### src/design/prr_pkg.sv
// Shared types, codes and constants of the polyphase rational resampler.
package prr_pkg;

  // Default geometry; the top level hands these down as parameters.
  localparam int unsigned MAX_PHASES_DEF = 32;
  localparam int unsigned TAPS_DEF       = 64;

  // Largest phase step (decimation factor).
  localparam int unsigned DECIM_LIMIT = 32;

  // Sample/coef arithmetic: Q1.15 x Q2.14 -> round at bit 14.
  localparam int unsigned FRAC_SHIFT = 14;
  localparam int unsigned ROUND_BIAS = 8192;
  localparam int unsigned PROD_W     = 32;

  // Depth of the queue between front and back.
  localparam int unsigned QUEUE_DEPTH = 2;

  typedef logic        [1:0]  op_t;
  typedef logic signed [15:0] sample_t;
  typedef logic signed [15:0] coef_t;
  typedef logic        [10:0] coef_idx_t;
  typedef logic        [1:0]  cfg_idx_t;
  typedef logic        [6:0]  cfg_data_t;

  // Input op codes.
  localparam op_t OP_PUSH  = 2'd0;
  localparam op_t OP_COEF  = 2'd1;
  localparam op_t OP_CLEAR = 2'd2;

  // Configuration register indexes.
  localparam cfg_idx_t CFG_INTERP = 2'd0;
  localparam cfg_idx_t CFG_DECIM  = 2'd1;
  localparam cfg_idx_t CFG_TAPS   = 2'd2;

  // Register reset values.
  localparam logic [5:0] INTERP_RST = 6'd1;
  localparam logic [5:0] DECIM_RST  = 6'd1;
  localparam logic [6:0] TAPS_RST   = 7'd64;

  // Work kinds handed from front to back.
  typedef enum logic [1:0] {
    KIND_PUSH  = 2'd0,
    KIND_COEF  = 2'd1,
    KIND_CLEAR = 2'd2
  } kind_e;

  typedef struct packed {
    kind_e     kind;
    sample_t   sample;
    coef_idx_t coef_idx;
    coef_t     coef_val;
  } item_t;

  // Raw register values as written.
  typedef struct packed {
    logic [5:0] interp;
    logic [5:0] decim;
    logic [6:0] taps;
  } cfg_t;

  typedef struct packed {
    sample_t sample;
    logic    last;
  } result_t;

endpackage

### src/design/prr_fifo.sv
// Short work queue between the front and back parts.
module prr_fifo #(
  parameter int unsigned DEPTH = prr_pkg::QUEUE_DEPTH
) (
  input  logic           clk_i,
  input  logic           rst_ni,
  input  logic           push_i,
  input  prr_pkg::item_t item_i,
  output logic           full_o,
  input  logic           pop_i,
  output logic           valid_o,
  output prr_pkg::item_t item_o
);
  import prr_pkg::*;

  localparam int unsigned PW = (DEPTH > 1) ? $clog2(DEPTH) : 1;
  localparam int unsigned CW = $clog2(DEPTH + 1);

  item_t          slot_q [DEPTH];
  logic [PW-1:0]  wr_q, wr_d, rd_q, rd_d;
  logic [CW-1:0]  cnt_q, cnt_d;
  logic           do_push, do_pop;

  assign full_o  = (cnt_q == CW'(DEPTH));
  assign valid_o = (cnt_q != '0);
  assign item_o  = slot_q[rd_q];
  assign do_push = push_i && !full_o;
  assign do_pop  = pop_i && valid_o;

  always_comb begin
    wr_d  = wr_q;
    rd_d  = rd_q;
    cnt_d = cnt_q;
    if (do_push) begin
      wr_d = (wr_q == PW'(DEPTH - 1)) ? '0 : wr_q + 1'b1;
    end
    if (do_pop) begin
      rd_d = (rd_q == PW'(DEPTH - 1)) ? '0 : rd_q + 1'b1;
    end
    if (do_push && !do_pop) begin
      cnt_d = cnt_q + 1'b1;
    end else if (do_pop && !do_push) begin
      cnt_d = cnt_q - 1'b1;
    end
  end

  always_ff @(posedge clk_i or negedge rst_ni) begin
    if (!rst_ni) begin
      wr_q  <= '0;
      rd_q  <= '0;
      cnt_q <= '0;
    end else begin
      wr_q  <= wr_d;
      rd_q  <= rd_d;
      cnt_q <= cnt_d;
    end
  end

  always_ff @(posedge clk_i) begin
    if (do_push) begin
      slot_q[wr_q] <= item_i;
    end
  end

endmodule

### config.mk
export PLATFORM = sky130hd
export DESIGN_NAME = prr_fifo
export DESIGN_NICKNAME = d
export VERILOG_FILES = /design/src/design/prr_pkg.sv /design/src/design/prr_fifo.sv
export SDC_FILE = /design/constraint.sdc
export NUM_CORES = 1
export LEC_CHECK = 0
export BUFFER_PORTS_ARGS = -buffer_cell sky130_fd_sc_hd__buf_2
export CORE_ASPECT_RATIO = 1.75
export CORE_MARGIN = 5
export CORE_UTILIZATION = 52
export DETAILED_ROUTE_END_ITERATION = 7
export PLACE_DENSITY = 0.79
export SETUP_SLACK_MARGIN = 0.1
export SLEW_MARGIN = 20
export SYNTH_ARGS = -nofsm -noshare
export SYNTH_HDL_FRONTEND = slang
export SYNTH_SLANG_ARGS = --single-unit
### constraint.sdc
create_clock -name clk_i -period 4 [get_ports clk_i]
set_input_delay 0.4 -clock clk_i [delete_from_list [all_inputs] [get_ports clk_i]]
set_output_delay 0.4 -clock clk_i [all_outputs]
set_load 0.005 [all_outputs]
# Yosys cells after proc, flatten, opt, wreduce, memory -nomap -nowiden
# Memories as Yosys holds them, arrays and structs flattened.
# Index checks and enable logic that the tools add are counted.
# classes
n_addsub	4
mul	0
div	0
n_lt_le_gt_ge	0
eq_ne	1
shifts	0
muxes	6
bitwise	0
reduce_logical	9
# op_table
cell	count
$logic_and 1x1->1	4
$mux 1	4
$mux 2	2
$reduce_bool 2->1	2
$logic_not 1->1	3
$add 1x1->1 const B	2
$add 2x1->2 const B	1
$eq 2x2->1 const B	1
$sub 2x1->2 const B	1
# totals
register_bits	4
latch_bits	0
ram_bits	90
mem_bits_ro	0
input_bits	49
output_inout_bits	47
word_cells	24
memories	1
# memory_table
name	words	width	read_ports	rd_clocked_by_memory_dff	write_ports	line_no	text
slot_q	2	45	1	0	1	prr_fifo.sv:19	item_t slot_q [DEPTH];

# Logic depth before layout (Yosys ltp)
# logic_depth
depth_word	7
mapped_depth	7
mapped_depth_nobuf	7

# Worst setup path after synthesis
# No wires, ideal clock.
# synth_path
kind	reg-to-reg
startpoint	register cnt_q[0]
endpoint	memory slot_q[0][0] (netlist bit) (enable)
setup_ps	447
t_arrival_ps	2514
t_required_ps	3553
setup_slack_ps	1038
stages_incl_launch_ff	4
path_buffers	0
period_less_slack_ps	2962
cell_sequence	dfrtp_1 > nand2b_1 > nand2_1 > nor2_1
# synth_via
elab_chain_cells	5
# synth_lines
item	line_no	text
from (decl)	prr_fifo.sv:21	logic [CW-1:0] cnt_q, cnt_d;
from (signal assigned)	prr_fifo.sv:55	cnt_q <= cnt_d;
$eq 2x2->1	prr_fifo.sv:24	assign full_o = (cnt_q == CW'(DEPTH));
$logic_not 1->1	prr_fifo.sv:27	assign do_push = push_i && !full_o;
$logic_and 1x1->1	prr_fifo.sv:27	
$mux 1	prr_fifo.sv:60	if (do_push) begin
$mux 1 (implied by the code)	prr_fifo.sv:61	slot_q[wr_q] <= item_i;
to (decl)	prr_fifo.sv:19	
# No other way between the ends.

==> flow_summary.json <==
{
  "reg2reg_from": "cnt_q[0]",
  "power_leakage_nw": 1.82,
  "finalHoldViolCount": 0,
  "cp-end-kind": "output port",
  "setup_viol": 0,
  "finalNetCount": 313,
  "n_antenna_cell": 0,
  "dpl.cell_count": 335,
  "clock-sinks": 94,
  "dr_total_vias": 1696,
  "rsz0062_at_grt": "no",
  "drt-initial-drc-count": 88,
  "io_pins": 96,
  "wire_per_inst_um": 16.5,
  "portBuffers": 95,
  "relSlewSlack_pct": 30.6,
  "fp.dieH_um": 121,
  "cts_resized": 0,
  "remaining_drc_errors": 0,
  "layout_commonest_cell": "buf_2",
  "drive_gt1_share_pct": 59.0,
  "clk_latency_ns": 0.33,
  "h-tree-depth": 3,
  "dieArea_um2": 8860,
  "drt_first_pass_iters": 4,
  "dpl.hpwl_um": 4010,
  "grt.met3_usage_pct": 5.57,
  "ys_seq_area_share_pct": 76.8,
  "slew_viol_final": 0,
  "setup_tns_ns": 0,
  "clockRootBuffer": "clkbuf_16",
  "grt_pass1_wl_um": 8980,
  "grt_use_total_pct": 14.1,
  "grt.busiest_layer": "met2",
  "final_cell_mix": "buf_2, edfxtp_1, mux2_4",
  "antenna_found_initial": 0,
  "place.gp.congestion": 0.732,
  "path_max_fanout": 32,
  "outcome": "finished, final reports clean",
  "cts_hold_buf": 1,
  "area_delta_synth_final_pct": 22.7,
  "power_density_nw_per_um2": 725,
  "synthesis.area_um2": 3650,
  "use_met2_pct": 24.1,
  "path_clk_slew_ns": 0.06,
  "ant_nets": 0,
  "min-delay-start": "item_i[33]",
  "synth_nets": 209,
  "grt_pass1_vias": 1886,
  "total_power_mw": 3.25,
  "ir_drop_mv": 0.609,
  "multi_input_area_um2": 754,
  "clock.fmax_ghz": 0.384,
  "critical_path_arrival_ns": 2.21,
  "core_area_um2": 6860,
  "worst_slew_pin_slew_ns": 1.04,
  "ys_ff_latch": 94,
  "start_util_pct": 53.2,
  "cap_viol_max_count": 0,
  "worstSetupPathType": "reg2out",
  "critPathLaunchType": "flop",
  "grt_max_degree": 46,
  "skew_ns": 0.00548,
  "overflow": 0,
  "routed_wirelength_um": 5820,
  "nFillCells": 486,
  "cts_setup_buffers": 0,
  "stdcell_count": 352,
  "crit_start": "rd_q",
  "synthCells": 159,
  "hold_class": "in2reg",
  "num_rows": 40,
  "crit_required_ns": 3.60,
  "synth_warnings": 0,
  "seq_area_um2": 2800,
  "cts_tree": "done",
  "whs_ns": 0.260,
  "clock_path_buffers": 2,
  "grt_use_met1_pct": 14.6,
  "cts_buffers": 9,
  "drt-vias-per-instance": 4.82,
  "ys_types": 16,
  "layout_min_cycle_time_ns": 2.61,
  "chipWidth_um": 73.3,
  "finalCritPeriodShare_pct": 65.2,
  "syn_avg_cell_area_um2": 22.9
}
-- worst max-delay path, stage by stage, from the launching register on --
cell and delay [ns]:
dfrtp_2 0.97, buf_4 0.43, mux2_4 0.33, buf_2 0.13
-- flip-flops by register name, summed over array words and instances, names as in the netlist --
name    cells
cnt_q       2
rd_q        1
slot_q     90
wr_q        1
-- layout make-up --
| type | count | area share (%) |
|---|---|---|
| Multi-Input combinational cell | 58 | 16.9 |
| Timing Repair Buffer | 98 | 11.2 |
| Clock inverter | 6 | 1.70 |
| Clock buffer | 10 | 5.11 |
| Tap cell | 84 | 2.35 |
| Sequential cell | 94 | 62.6 |
| Inverter | 2 | 0.168 |
-- per-layer routing --
metal / vias up / wire (um)
met5: - / 0
met4: 0 / 89
met3: 7 / 465
met2: 56 / 3280
met1: 809 / 1980
li1: 824 / -
-- final timing paths --
path	cells after the start	slack, ns	to
worst max-delay path	3	1.39	item_o[38]
worst min-delay path	1	0.26	slot_q[0][33]
worst max register to register	4	1.96	slot_q[0][7]
worst min register to register	1	0.52	cnt_q[1]
max in group asynchronous	2	3.45	rd_q
min in group asynchronous	2	0.41	cnt_q[0]
-- stage by stage --
| step | cell area, um^2 | util (%) | setup slack, ns |
|---|---|---|---|
| CTS | 4480 | 65.3 | 1.34 |
| detailed placement | 4160 | 60.7 | 1.70 |
| finish | 4480 | 65.3 | 1.39 |
| floorplan | 3650 | - | 1.04 |
| global placement | 4160 | 60.7 | 1.72 |
| global route | 4480 | 65.3 | 1.26 |
-- Yosys cell counts --
master     n  share of area (%)
edfxtp_1  90                 74
or2_1      1               0.17
mux2_2     6                1.9
nor2_1     2               0.21
xnor2_1    3               0.72
nand2_1    1               0.10
and3_1     1               0.17
dfrtp_1    4                2.7
buf_12     4                2.2
buf_6      1               0.31
inv_1      2               0.21
ha_1       1               0.34
nand2b_1   1               0.17
mux2_4    39                 16
nand2_2    1               0.17
xor2_1     2               0.48
-- logic make-up (layout without fill, tap and decap cells) --
| logic type | count (synthesis) | after routing | synth area share, % |
|---|---|---|---|
| adders and majority gates | 1 | 1 | 0.343 |
| buffers and inverters | 7 | 116 | 2.71 |
| muxes | 45 | 45 | 17.9 |
| DFF | 94 | 94 | 76.8 |
| and+or+nand+nor | 7 | 7 | 0.995 |
| xor gates and xnor gates | 5 | 5 | 1.20 |
-- where the power goes --
group	total (mW)	internal, mW	switching (mW)	leakage (nW)
clock	0.848	0.539	0.308	0.149
sequential	1.50	1.35	0.146	0.882
combinational	0.901	0.532	0.368	0.790
total	3.25	2.42	0.822	1.82
No activity file was read; power rests on OpenSTA's default activity.
